File: src/design/spq_pkg.sv
// Shared types and constants for the stable sorted priority queue.
package spq_pkg;

    localparam int DEPTH_DEF  = 16;
    localparam int PRIO_W_DEF = 8;
    localparam int INFO_W     = 8;
    localparam int CNT_W      = 5;
    localparam int CAP_RESET  = 16;

    typedef enum logic {
        REQ_ENQ = 1'b0,
        REQ_DEQ = 1'b1
    } t_req;

    typedef enum logic [1:0] {
        ST_OK    = 2'd0,
        ST_FULL  = 2'd1,
        ST_EMPTY = 2'd2
    } t_status_code;

    typedef struct packed {
        logic               out_valid;
        t_status_code       code;
        logic [CNT_W-1:0]   count;
        logic               is_empty;
        logic               is_full;
    } t_res_stat;

endpackage

File: src/design/spq_slot_ram.sv
// Slot storage: one write port and one read port with registered read data.
module spq_slot_ram #(
    parameter int DEPTH = spq_pkg::DEPTH_DEF,
    parameter int WIDTH = spq_pkg::PRIO_W_DEF + spq_pkg::INFO_W
) (
    input  logic                     i_clk,
    input  logic                     i_we,
    input  logic [$clog2(DEPTH)-1:0] i_waddr,
    input  logic [WIDTH-1:0]         i_wdata,
    input  logic [$clog2(DEPTH)-1:0] i_raddr,
    output logic [WIDTH-1:0]         o_rdata
);

    logic [WIDTH-1:0] r_mem [DEPTH];
    logic [WIDTH-1:0] r_rdata;

    always_ff @(posedge i_clk) begin
        if (i_we) begin
            r_mem[i_waddr] <= i_wdata;
        end
    end

    always_ff @(posedge i_clk) begin
        r_rdata <= r_mem[i_raddr];
    end

    assign o_rdata = r_rdata;

endmodule

File: src/design/spq_ctrl.sv
// Sequencer: queue indices and one compare-and-move step per cycle for insertion.
module spq_ctrl #(
    parameter int DEPTH      = spq_pkg::DEPTH_DEF,
    parameter int PRIO_WIDTH = spq_pkg::PRIO_W_DEF
) (
    input  logic                                   i_clk,
    input  logic                                   i_rst_n,
    input  logic [spq_pkg::CNT_W-1:0]              i_cap,
    input  logic                                   i_clr,
    input  logic                                   i_in_valid,
    output logic                                   o_in_ready,
    input  logic                                   i_req_type,
    input  logic [PRIO_WIDTH-1:0]                  i_prio,
    input  logic [spq_pkg::INFO_W-1:0]             i_info,
    output logic                                   o_we,
    output logic [$clog2(DEPTH)-1:0]               o_waddr,
    output logic [PRIO_WIDTH+spq_pkg::INFO_W-1:0]  o_wdata,
    output logic [$clog2(DEPTH)-1:0]               o_raddr,
    input  logic [PRIO_WIDTH+spq_pkg::INFO_W-1:0]  i_rdata,
    output logic                                   o_res_valid,
    input  logic                                   i_res_ready,
    output logic [PRIO_WIDTH-1:0]                  o_res_prio,
    output logic [spq_pkg::INFO_W-1:0]             o_res_info,
    output spq_pkg::t_res_stat                     o_res_stat
);

    localparam int IDX_W = $clog2(DEPTH);
    localparam int SUM_W = ((IDX_W > spq_pkg::CNT_W) ? IDX_W : spq_pkg::CNT_W) + 1;

    typedef enum logic [3:0] {
        S_IDLE  = 4'b0001,
        S_DEQ   = 4'b0010,
        S_SHIFT = 4'b0100,
        S_DONE  = 4'b1000
    } t_state;

    t_state                      r_state, n_state;
    logic [IDX_W-1:0]            r_head, n_head;
    logic [spq_pkg::CNT_W-1:0]   r_held, n_held;
    logic [IDX_W-1:0]            r_cur, n_cur;
    logic [PRIO_WIDTH-1:0]       r_new_prio, n_new_prio;
    logic [spq_pkg::INFO_W-1:0]  r_new_info, n_new_info;
    logic [PRIO_WIDTH-1:0]       r_prio, n_prio;
    logic [spq_pkg::INFO_W-1:0]  r_info, n_info;
    logic                        r_valid, n_valid;
    spq_pkg::t_status_code       r_status, n_status;

    logic [SUM_W-1:0]            w_cap_ext;
    logic [SUM_W-1:0]            w_tail_sum;
    logic [IDX_W-1:0]            w_tail;
    logic [IDX_W-1:0]            w_ins;
    logic [SUM_W-1:0]            w_head_inc;
    logic [IDX_W-1:0]            w_head_next;
    logic [IDX_W-1:0]            w_cur_prev;
    logic [IDX_W-1:0]            w_cur_prev2;
    logic [PRIO_WIDTH-1:0]       w_rd_prio;
    logic                        w_move;

    function automatic logic [IDX_W-1:0] f_prev(input logic [IDX_W-1:0] idx,
                                                 input logic [SUM_W-1:0] cap);
        if (idx == '0) begin
            return IDX_W'(cap - SUM_W'(1));
        end
        return idx - IDX_W'(1);
    endfunction

    assign w_cap_ext   = SUM_W'(i_cap);
    assign w_tail_sum  = SUM_W'(r_head) + SUM_W'(r_held);
    assign w_tail      = (w_tail_sum >= w_cap_ext) ? IDX_W'(w_tail_sum - w_cap_ext)
                                                   : IDX_W'(w_tail_sum);
    assign w_ins       = (r_held == '0) ? '0 : w_tail;
    assign w_head_inc  = SUM_W'(r_head) + SUM_W'(1);
    assign w_head_next = (w_head_inc >= w_cap_ext) ? '0 : IDX_W'(w_head_inc);
    assign w_cur_prev  = f_prev(r_cur, w_cap_ext);
    assign w_cur_prev2 = f_prev(w_cur_prev, w_cap_ext);
    assign w_rd_prio   = i_rdata[PRIO_WIDTH-1:0];
    assign w_move      = (r_cur != r_head) && (r_new_prio < w_rd_prio);

    always_comb begin
        n_state    = r_state;
        n_head     = r_head;
        n_held     = r_held;
        n_cur      = r_cur;
        n_new_prio = r_new_prio;
        n_new_info = r_new_info;
        n_prio     = r_prio;
        n_info     = r_info;
        n_valid    = r_valid;
        n_status   = r_status;
        o_we       = 1'b0;
        o_waddr    = r_cur;
        o_wdata    = {r_new_info, r_new_prio};
        o_raddr    = w_cur_prev;
        unique case (r_state)
            S_IDLE: begin
                if (i_in_valid) begin
                    n_prio   = '0;
                    n_info   = '0;
                    n_valid  = 1'b0;
                    n_status = spq_pkg::ST_OK;
                    if (i_req_type == spq_pkg::REQ_DEQ) begin
                        if (r_held == '0) begin
                            n_status = spq_pkg::ST_EMPTY;
                            n_state  = S_DONE;
                        end else begin
                            o_raddr = r_head;
                            n_held  = r_held - spq_pkg::CNT_W'(1);
                            n_head  = (r_held == spq_pkg::CNT_W'(1)) ? '0 : w_head_next;
                            n_state = S_DEQ;
                        end
                    end else begin
                        if (r_held >= i_cap) begin
                            n_status = spq_pkg::ST_FULL;
                            n_state  = S_DONE;
                        end else begin
                            n_new_prio = i_prio;
                            n_new_info = i_info;
                            n_held     = r_held + spq_pkg::CNT_W'(1);
                            if (r_held == '0) begin
                                n_head = '0;
                            end
                            n_cur   = w_ins;
                            o_raddr = f_prev(w_ins, w_cap_ext);
                            n_state = S_SHIFT;
                        end
                    end
                end
            end
            S_DEQ: begin
                n_prio  = i_rdata[PRIO_WIDTH-1:0];
                n_info  = i_rdata[PRIO_WIDTH +: spq_pkg::INFO_W];
                n_valid = 1'b1;
                n_state = S_DONE;
            end
            S_SHIFT: begin
                o_we = 1'b1;
                if (w_move) begin
                    o_wdata = i_rdata;
                    n_cur   = w_cur_prev;
                    o_raddr = w_cur_prev2;
                end else begin
                    n_state = S_DONE;
                end
            end
            S_DONE: begin
                if (i_res_ready) begin
                    n_state = S_IDLE;
                end
            end
            default: begin
                n_state = S_IDLE;
            end
        endcase
        if (i_clr) begin
            n_head = '0;
            n_held = '0;
        end
    end

    always_ff @(posedge i_clk) begin
        if (!i_rst_n) begin
            r_state <= S_IDLE;
            r_head  <= '0;
            r_held  <= '0;
        end else begin
            r_state <= n_state;
            r_head  <= n_head;
            r_held  <= n_held;
        end
    end

    always_ff @(posedge i_clk) begin
        r_cur      <= n_cur;
        r_new_prio <= n_new_prio;
        r_new_info <= n_new_info;
        r_prio     <= n_prio;
        r_info     <= n_info;
        r_valid    <= n_valid;
        r_status   <= n_status;
    end

    assign o_in_ready          = (r_state == S_IDLE);
    assign o_res_valid         = (r_state == S_DONE);
    assign o_res_prio          = r_prio;
    assign o_res_info          = r_info;
    assign o_res_stat.out_valid = r_valid;
    assign o_res_stat.code     = r_status;
    assign o_res_stat.count    = r_held;
    assign o_res_stat.is_empty = (r_held == '0);
    assign o_res_stat.is_full  = (r_held == i_cap);

    a_held_le_cap: assert property (@(posedge i_clk) disable iff (!i_rst_n)
        r_held <= i_cap)
        else $error("held count above capacity");

    a_deq_done: assert property (@(posedge i_clk) disable iff (!i_rst_n)
        (r_state == S_DEQ) |=> (r_state == S_DONE && r_valid))
        else $error("dequeue did not finish with an entry");

    a_done_release: assert property (@(posedge i_clk) disable iff (!i_rst_n)
        (r_state == S_DONE && i_res_ready) |=> (r_state == S_IDLE))
        else $error("result transfer did not release the sequencer");

    a_shift_ok: assert property (@(posedge i_clk) disable iff (!i_rst_n)
        (r_state == S_SHIFT) |-> (!r_valid && r_status == spq_pkg::ST_OK))
        else $error("insertion walk with a bad result status");

endmodule

File: src/design/stable_sorted_priority_queue_core.sv
// Enqueue: an accepted request walks S_SHIFT, one compare-and-move step per entry moved
// (0 to capacity - 1); a dequeue reads its slot in S_DEQ; a flagged request goes straight
// to S_DONE. One request at a time; the next transfer is taken in the cycle after the result
// leaves the sequencer. A registered output stage lets a new request start while a result
// waits downstream. Synchronous active-low reset empties the queue and sets capacity to
// min(16, DEPTH).
module stable_sorted_priority_queue_core #(
    parameter int DEPTH      = spq_pkg::DEPTH_DEF,
    parameter int PRIO_WIDTH = spq_pkg::PRIO_W_DEF
) (
    input  logic                                   i_clk,
    input  logic                                   i_rst_n,
    input  logic                                   i_cfg_we,
    input  logic [spq_pkg::CNT_W-1:0]              i_cfg_wdata,
    input  logic                                   s_axis_tvalid,
    output logic                                   s_axis_tready,
    // entry_prio, entry_info
    input  logic [((PRIO_WIDTH+spq_pkg::INFO_W+7)/8)*8-1:0] s_axis_tdata,
    // req_type
    input  logic                                   s_axis_tuser,
    output logic                                   m_axis_tvalid,
    input  logic                                   m_axis_tready,
    // out_prio, out_info, status, count, is_empty, is_full
    output logic [((PRIO_WIDTH+spq_pkg::INFO_W+spq_pkg::CNT_W+4+7)/8)*8-1:0] m_axis_tdata,
    // out_valid
    output logic                                   m_axis_tuser
);

    localparam int IDX_W     = $clog2(DEPTH);
    localparam int ENTRY_W   = PRIO_WIDTH + spq_pkg::INFO_W;
    localparam int M_TDATA_W = ((PRIO_WIDTH + spq_pkg::INFO_W + spq_pkg::CNT_W + 4 + 7) / 8) * 8;
    localparam logic [spq_pkg::CNT_W-1:0] CAP_INIT =
        (DEPTH < spq_pkg::CAP_RESET) ? spq_pkg::CNT_W'(DEPTH) : spq_pkg::CNT_W'(spq_pkg::CAP_RESET);

    logic [spq_pkg::CNT_W-1:0]  r_cap;
    logic                       r_out_valid;
    logic [PRIO_WIDTH-1:0]      r_out_prio;
    logic [spq_pkg::INFO_W-1:0] r_out_info;
    spq_pkg::t_res_stat         r_out_stat;

    logic                       w_we;
    logic [IDX_W-1:0]           w_waddr;
    logic [ENTRY_W-1:0]         w_wdata;
    logic [IDX_W-1:0]           w_raddr;
    logic [ENTRY_W-1:0]         w_rdata;
    logic                       w_res_valid;
    logic                       w_res_ready;
    logic [PRIO_WIDTH-1:0]      w_res_prio;
    logic [spq_pkg::INFO_W-1:0] w_res_info;
    spq_pkg::t_res_stat         w_res_stat;

    always_ff @(posedge i_clk) begin
        if (!i_rst_n) begin
            r_cap <= CAP_INIT;
        end else if (i_cfg_we) begin
            if (i_cfg_wdata == '0) begin
                r_cap <= spq_pkg::CNT_W'(1);
            end else if (32'(i_cfg_wdata) > DEPTH) begin
                r_cap <= spq_pkg::CNT_W'(DEPTH);
            end else begin
                r_cap <= i_cfg_wdata;
            end
        end
    end

    spq_ctrl #(
        .DEPTH      (DEPTH),
        .PRIO_WIDTH (PRIO_WIDTH)
    ) u_ctrl (
        .i_clk       (i_clk),
        .i_rst_n     (i_rst_n),
        .i_cap       (r_cap),
        .i_clr       (i_cfg_we),
        .i_in_valid  (s_axis_tvalid),
        .o_in_ready  (s_axis_tready),
        .i_req_type  (s_axis_tuser),
        .i_prio      (s_axis_tdata[PRIO_WIDTH-1:0]),
        .i_info      (s_axis_tdata[PRIO_WIDTH +: spq_pkg::INFO_W]),
        .o_we        (w_we),
        .o_waddr     (w_waddr),
        .o_wdata     (w_wdata),
        .o_raddr     (w_raddr),
        .i_rdata     (w_rdata),
        .o_res_valid (w_res_valid),
        .i_res_ready (w_res_ready),
        .o_res_prio  (w_res_prio),
        .o_res_info  (w_res_info),
        .o_res_stat  (w_res_stat)
    );

    spq_slot_ram #(
        .DEPTH (DEPTH),
        .WIDTH (ENTRY_W)
    ) u_ram (
        .i_clk   (i_clk),
        .i_we    (w_we),
        .i_waddr (w_waddr),
        .i_wdata (w_wdata),
        .i_raddr (w_raddr),
        .o_rdata (w_rdata)
    );

    assign w_res_ready = !r_out_valid || m_axis_tready;

    always_ff @(posedge i_clk) begin
        if (!i_rst_n) begin
            r_out_valid <= 1'b0;
        end else if (w_res_valid && w_res_ready) begin
            r_out_valid <= 1'b1;
        end else if (m_axis_tready) begin
            r_out_valid <= 1'b0;
        end
    end

    always_ff @(posedge i_clk) begin
        if (w_res_valid && w_res_ready) begin
            r_out_prio <= w_res_prio;
            r_out_info <= w_res_info;
            r_out_stat <= w_res_stat;
        end
    end

    assign m_axis_tvalid = r_out_valid;
    assign m_axis_tuser  = r_out_stat.out_valid;
    assign m_axis_tdata  = M_TDATA_W'({r_out_stat.is_full, r_out_stat.is_empty,
                                       r_out_stat.count, r_out_stat.code,
                                       r_out_info, r_out_prio});

endmodule
File: config.mk
export PLATFORM = sky130hd
export DESIGN_NAME = stable_sorted_priority_queue_core
export DESIGN_NICKNAME = d
export VERILOG_FILES = /design/src/design/spq_pkg.sv /design/src/design/spq_slot_ram.sv /design/src/design/spq_ctrl.sv /design/src/design/stable_sorted_priority_queue_core.sv
export SDC_FILE = /design/constraint.sdc
export NUM_CORES = 1
export LEC_CHECK = 0
export BUFFER_PORTS_ARGS = -buffer_cell sky130_fd_sc_hd__buf_4
export CAP_MARGIN = 10
export CORE_MARGIN = 2
export CORE_UTILIZATION = 60
export CTS_CLUSTER_DIAMETER = 30
export DETAILED_ROUTE_END_ITERATION = 10
export PLACE_DENSITY = 0.86
export SLEW_MARGIN = 20
export SYNTH_ARGS = -nofsm -noshare
export SYNTH_HDL_FRONTEND = slang
export SYNTH_HIERARCHICAL = 1
export SYNTH_SLANG_ARGS = --single-unit
File: constraint.sdc
create_clock -name i_clk -period 14.1 [get_ports i_clk]
set_input_delay 4.23 -clock i_clk [delete_from_list [all_inputs] [get_ports i_clk]]
set_output_delay 4.23 -clock i_clk [all_outputs]
set_load 0.02 [all_outputs]
# Word level (Yosys, flattened, before mapping)
# Memory sizes are Yosys's and may differ from the RTL's. A register that Yosys moved wholly into a read port is not among the register bits.
# Index checks and enable logic that the tools add are counted.
[op_classes]
n_eq_ne = 15
reduce_logical = 21
bitwise_logic = 3
magnitude_cmp = 5
n_mux = 59
n_addsub = 9
[op_table]
columns = ["operator", "n"]
rows = [
  ["$mux W4", 29],
  ["$mux W16", 2],
  ["$pmux W8 S2", 2],
  ["$mux W5", 5],
  ["$pmux W4 S2", 2],
  ["$pmux W4 S4", 1],
  ["$sub A4 B1 Y4 const B", 4],
  ["$mux W1", 14],
  ["$logic_not A4 Y1", 3],
  ["$ne A2 B2 Y1 const B", 6],
  ["$ge A5 B5 Y1", 2],
  ["$logic_not A5 Y1", 2],
  ["$reduce_and A5 Y1", 2],
  ["$lt A8 B8 Y1", 1],
  ["$mux W8", 1],
  ["$reduce_and A4 Y1", 2],
  ["$reduce_bool A2 Y1", 4],
  ["$add A4 B5 Y6", 1],
  ["$ge A6 B5 Y1", 1],
  ["$add A4 B1 Y5 const B", 1],
  ["$add A5 B1 Y5 const B", 1],
  ["$eq A5 B1 Y1 const B", 1],
  ["$eq A5 B5 Y1", 1],
  ["$gt A5 B5 Y1 const B", 1],
  ["other kinds (17)", 23],
]
[word_totals]
input_bits = 27
mem_count = 1
out_inout_bits = 35
ramBits = 256
regBits = 84
wordCells = 132
[mem_list]
columns = ["name", "depth", "width", "rd", "rd_ports_with_merged_regs", "wr", "line", "source"]
rows = [
  ["u_ram.r_mem", 16, 16, 1, 1, 1, "spq_slot_ram.sv:14", "logic [WIDTH-1:0] r_mem [DEPTH];"],
]

# Depth between registers and ports, before layout
[logic_depth]
word_depth = 15
depth_mapped = 22
mapped_depth_nobuf = 20

# By module
# The synthesis kept the hierarchy.
[modules_own_cells]
columns = ["mod", "cells_per_inst", "instances", "area_each_um2", "seq_area_each_um2"]
rows = [
  ["spq_slot_ram", 432, 1, 10042.1, 8007.7],
  ["spq_ctrl", 352, 1, 3618.5, 1431.4],
  ["stable_sorted_priority_queue_core", 60, 1, 1086.0, 900.9],
]

# Worst setup path after synthesis
# No wires, ideal clock.
[synth_timing]
kind = "input -> register"
startpoint = "input s_axis_tuser"
endpoint = "register u_ram.r_rdata[11], in the netlist u_ram/o_rdata[11] (read register of u_ram.r_mem)"
setup_ns = 0.120
required_time_ns = 13.980
arrival_time_ns = 6.342
n_path_buf = 4
setup_slack_ns = 7.638
stages = 10
path_cell_list = "clkbuf_2 > clkbuf_1 > nor2_1 > a221o_1 > o22ai_1 > buf_6 > buf_6 > mux4_1 > a22oi_1 > nand2_1"
[synth_between]
elab_chain_len = 3
[synth_lines]
columns = ["item", "line", "source"]
rows = [
  ["start, declared", "stable_sorted_priority_queue_core.sv:20", "input logic s_axis_tuser,"],
  ["$mux W4", "spq_ctrl.sv:101", "if (i_req_type == spq_pkg::REQ_DEQ) begin"],
  ["$mux W4", "spq_ctrl.sv:96", "if (i_in_valid) begin"],
  ["$pmux W4 S2", "spq_ctrl.sv:94", "unique case (r_state)"],
  ["net w_raddr[0]", "stable_sorted_priority_queue_core.sv:44", "logic [IDX_W-1:0] w_raddr;"],
  ["end, declared", "spq_slot_ram.sv:15", "logic [WIDTH-1:0] r_rdata;"],
]
# The timed path passes the listed nets, and every way through them passes these cells.
# A chain may end at the register's enable or synchronous reset.

# Worst setup path after layout
[layout_timing]
startpoint = "input s_axis_tvalid"
endpoint = "register u_ram.r_rdata[10], in the netlist u_ram/o_rdata[10] (read register of u_ram.r_mem)"
[layout_between]
elab_chain_len = 2
[layout_lines]
columns = ["item", "line", "source"]
rows = [
  ["start, declared", "stable_sorted_priority_queue_core.sv:15", "input logic s_axis_tvalid,"],
  ["$mux W4", "spq_ctrl.sv:96", ""],
  ["$pmux W4 S2", "spq_ctrl.sv:94", ""],
  ["net w_raddr[0]", "stable_sorted_priority_queue_core.sv:44", ""],
]
# The timed path passes the listed nets, and every way through them passes these cells.

==> results_dict.tcl <==
set metrics [dict create \
    syn_area_per_cell_sq_um 17.5 \
    antenna_found_initial 4 \
    finalSetupViolCount 0 \
    wl_per_cell_um 30.2 \
    max_freq_mhz 142 \
    die_area_sq_mm 0.0258 \
    path_clk_slew_ns 0.06 \
    tightest_slew_ns 1.14 \
    end_kind "flop" \
    via_per_inst 6.78 \
    fin_crit_ns 7.04 \
    drive_gt1_share_pct 27.3 \
    fin_skew_ns 0.0709 \
    ys_types 74 \
    grt_usage_pct 31.5 \
    fin_setup_tns_ns 0 \
    reg2reg_setup_slack_ns 8.21 \
    synth-edff-count 321 \
    clock_sink_count 356 \
    met3WireLength_um 4280 \
    ctsHoldBuffers 0 \
    ys_ff_latch 356 \
    htree_levels 2 \
    rsz0062_at_grt "false" \
    start_kind "primary input" \
    async_reset_ff_share_pct 0 \
    p_per_area_mw_per_mm2 189 \
    hold_path.class "reg -> reg" \
    worstPathRequired_ns 14.58 \
    cts_buffers 55 \
    grt_overflow_total 0 \
    grt_max_degree 65 \
    netlist_instances 844 \
    drt-pass1-iter-count 6 \
    gp_congestion 0.829 \
    filler_cell_count 1257 \
    portBuffers 54 \
    ys.flop_type "edfxtp_1" \
    min_period_over_period_pct 50.0 \
    drt-total-wl_um 39700 \
    cts_buffer_depth 3 \
    drt.antenna.violating_nets 0 \
    post_cts_buffers 0 \
    coreArea_sq_mm 0.0242 \
    syn_area_sq_mm 0.0147 \
    drt_iter0_drc 1356 \
    clock-root-buffer "clkbuf_16" \
    max-vdd-ir-drop_mv 0.118 \
    max_slew_margin_pct 23.5 \
    grt_pass1_wl_um 58700 \
    yosysSeqAreaShare_pct 70.1 \
    final_area_sq_mm 0.0176 \
    final_nets 1007 \
    postPlaceCellArea_sq_mm 0.0156 \
    rows 57 \
    cts_tree "yes" \
    dp_hpwl_um 19000 \
    dr_wl_met2_um 19800 \
    final_util_pct 72.5 \
    die_y_um 161 \
    io_pins 62 \
    hold_depth 0 \
    top_layer "met5" \
    max_cap_viol_count 0 \
    finalHoldViolCount 0 \
    slew_violations 0 \
    num_vias 8933 \
    start_util_pct 60.8 \
    m1WireLength_um 13500 \
    path_class "in -> reg" \
    status "complete, no violations" \
    clkLatencyLatePin_ns 0.60 \
    r2r_end "u_ram/o_rdata[10]" \
    hold_start "u_ctrl/r_status[0]" \
    p_leak_nw 6.20 \
    die_width_um 161 \
    area_growth_pct 19.1 \
    cp_max_fo 52 \
    drc_errors 0 \
    post_cts_resized 0 \
    first_global_vias 9075 \
    yosys_warnings 6 \
    hold_end "m_axis_tdata[16]" \
    rr_startpoint "u_ctrl/r_head[0]" \
    r2r_cells 13 \
    cp.arrival_ns 7.52 \
]
==> flip-flops by register name (all words and copies together), names as in the netlist <==
signal             count
u_ctrl/r_valid         1
u_ram/o_rdata         16
m_axis_tvalid          1
u_ctrl/r_head          4
u_ctrl/o_waddr         4
u_ctrl/r_new_info      8
u_ram/r_mem          256
u_ctrl/r_status        2
u_ctrl/r_state         4
u_ctrl/o_res_prio      8
m_axis_tuser           1
u_ctrl/o_res_info      8
m_axis_tdata           9
r_cap                  5
u_ctrl/r_new_prio      8
u_ctrl/r_held          5
r_out_info             8
r_out_prio             8
==> metal layers <==
layer  vias up  track usage, %
li1       3576               -
met1      4439            39.0
met2       755            52.1
met3       159            7.52
met4         4            16.6
met5         -               0
==> worst max-delay path by stage <==
stage,cells after the start,to,slack [ns],start
5_1_grt,8,u_ram/o_rdata[12],6.87,s_axis_tvalid
4_1_cts,8,u_ram/o_rdata[6],7.03,s_axis_tuser
3_3_place_gp,8,u_ram/o_rdata[4],6.63,s_axis_tuser
3_5_place_dp,8,u_ram/o_rdata[4],6.53,s_axis_tuser
2_1_floorplan,10,u_ram/o_rdata[11],7.64,s_axis_tuser
6_report,8,u_ram/o_rdata[10],7.06,s_axis_tvalid
==> report_power, final <==
| part | internal (W) | leakage, nW | switching [W] | total, W |
|---|---|---|---|---|
| clock | 0.000875 | 0.953 | 0.000565 | 0.00144 |
| combinational | 0.000245 | 2.04 | 0.000351 | 0.000597 |
| sequential | 0.00122 | 3.20 | 0.0000601 | 0.00128 |
| total | 0.00234 | 6.20 | 0.000977 | 0.00332 |
==> synth_stat cells, types with 3 or more instances <==
cell / count / share of area, %
nor3b_1: 3 / 0.15
a21boi_0: 3 / 0.15
mux2i_1: 8 / 0.54
inv_1: 29 / 0.74
a211oi_1: 4 / 0.20
o22ai_1: 3 / 0.13
buf_2: 4 / 0.14
buf_4: 12 / 0.61
nor2b_1: 12 / 0.51
a21o_1: 9 / 0.46
nand3b_1: 3 / 0.15
xor2_1: 3 / 0.18
edfxtp_1: 321 / 65
ha_1: 34 / 2.9
dfxtp_1: 35 / 4.8
clkbuf_1: 11 / 0.28
nand4b_1: 3 / 0.18
and3_1: 4 / 0.17
and2_1: 20 / 0.85
nor3_1: 8 / 0.27
nor4b_1: 3 / 0.18
nand2b_1: 9 / 0.38
a21oi_1: 23 / 0.78
nand3_1: 9 / 0.31
nand2_1: 33 / 0.84
a22oi_1: 34 / 1.7
mux4_2: 54 / 8.2
nand4_1: 3 / 0.13
nor2_1: 34 / 0.87
mux2_2: 17 / 1.3
xnor2_1: 12 / 0.71
o31ai_1: 3 / 0.15
mux4_1: 10 / 1.8
buf_6: 6 / 0.46
buf_1: 4 / 0.10
o211ai_1: 5 / 0.25
o21ai_0: 12 / 0.41
==> cell usage in the layout, fill, tap and decap left out, types with 10 or more instances in the layout <==
cell / n
ha_1: 34
xnor2_1: 12
mux2_2: 17
edfxtp_1: 321
mux4_1: 10
dfxtp_1: 35
inv_1: 29
and2_1: 19
o21ai_0: 12
buf_4: 75
a21oi_1: 23
a22oi_1: 34
mux4_2: 54
clkbuf_16: 55
nand2_1: 33
nor2_1: 33
nor2b_1: 10
==> per-stage QoR <==
| stage | std cells | setup slack (ns) | total power, W | hold slack (ns) |
|---|---|---|---|---|
| 2_1_floorplan | 850 | 7.64 | 0.00169 | 0.400 |
| 3_3_place_gp | 1211 | 6.63 | 0.00181 | 0.402 |
| 3_5_place_dp | 1211 | 6.53 | 0.00184 | 0.405 |
| 4_1_cts | 1315 | 7.03 | 0.00331 | 0.430 |
| 5_1_grt | 1315 | 6.87 | 0.00340 | 0.433 |
| 6_report | 1317 | 7.06 | 0.00332 | 0.429 |
==> cell families after synthesis <==
| logic type | synth area share, % |
|---|---|
| buf+inv | 2.38 |
| compound gates | 5.68 |
| fa+ha+maj | 3.16 |
| mux | 11.9 |
| xor+xnor | 0.891 |
| other cells | 0.0254 |
| simple gates | 5.88 |
| flops | 70.1 |
==> worst max-delay path, cell delays in order <==
cell and delay [ns]:
buf_4 0.10, nand2_1 0.18, a221o_1 0.38, o22ai_4 0.62, buf_4 0.90, mux4_1 0.77, a22oi_1 0.22, nand2_1 0.09
==> layout make-up <==
type | instances | area (sq um) | area share [%]
Clock buffer | 57 | 1380 | 7.88
Inverter | 30 | 113 | 0.641
Antenna cell | 2 | 5.00 | 0.0285
Tap cell | 324 | 405 | 2.31
Sequential cell | 356 | 10300 | 58.9
Timing Repair Buffer | 75 | 563 | 3.20
Multi-Input combinational cell | 426 | 4160 | 23.7
Clock inverter | 47 | 604 | 3.44
(Power assumes the default switching activity.)
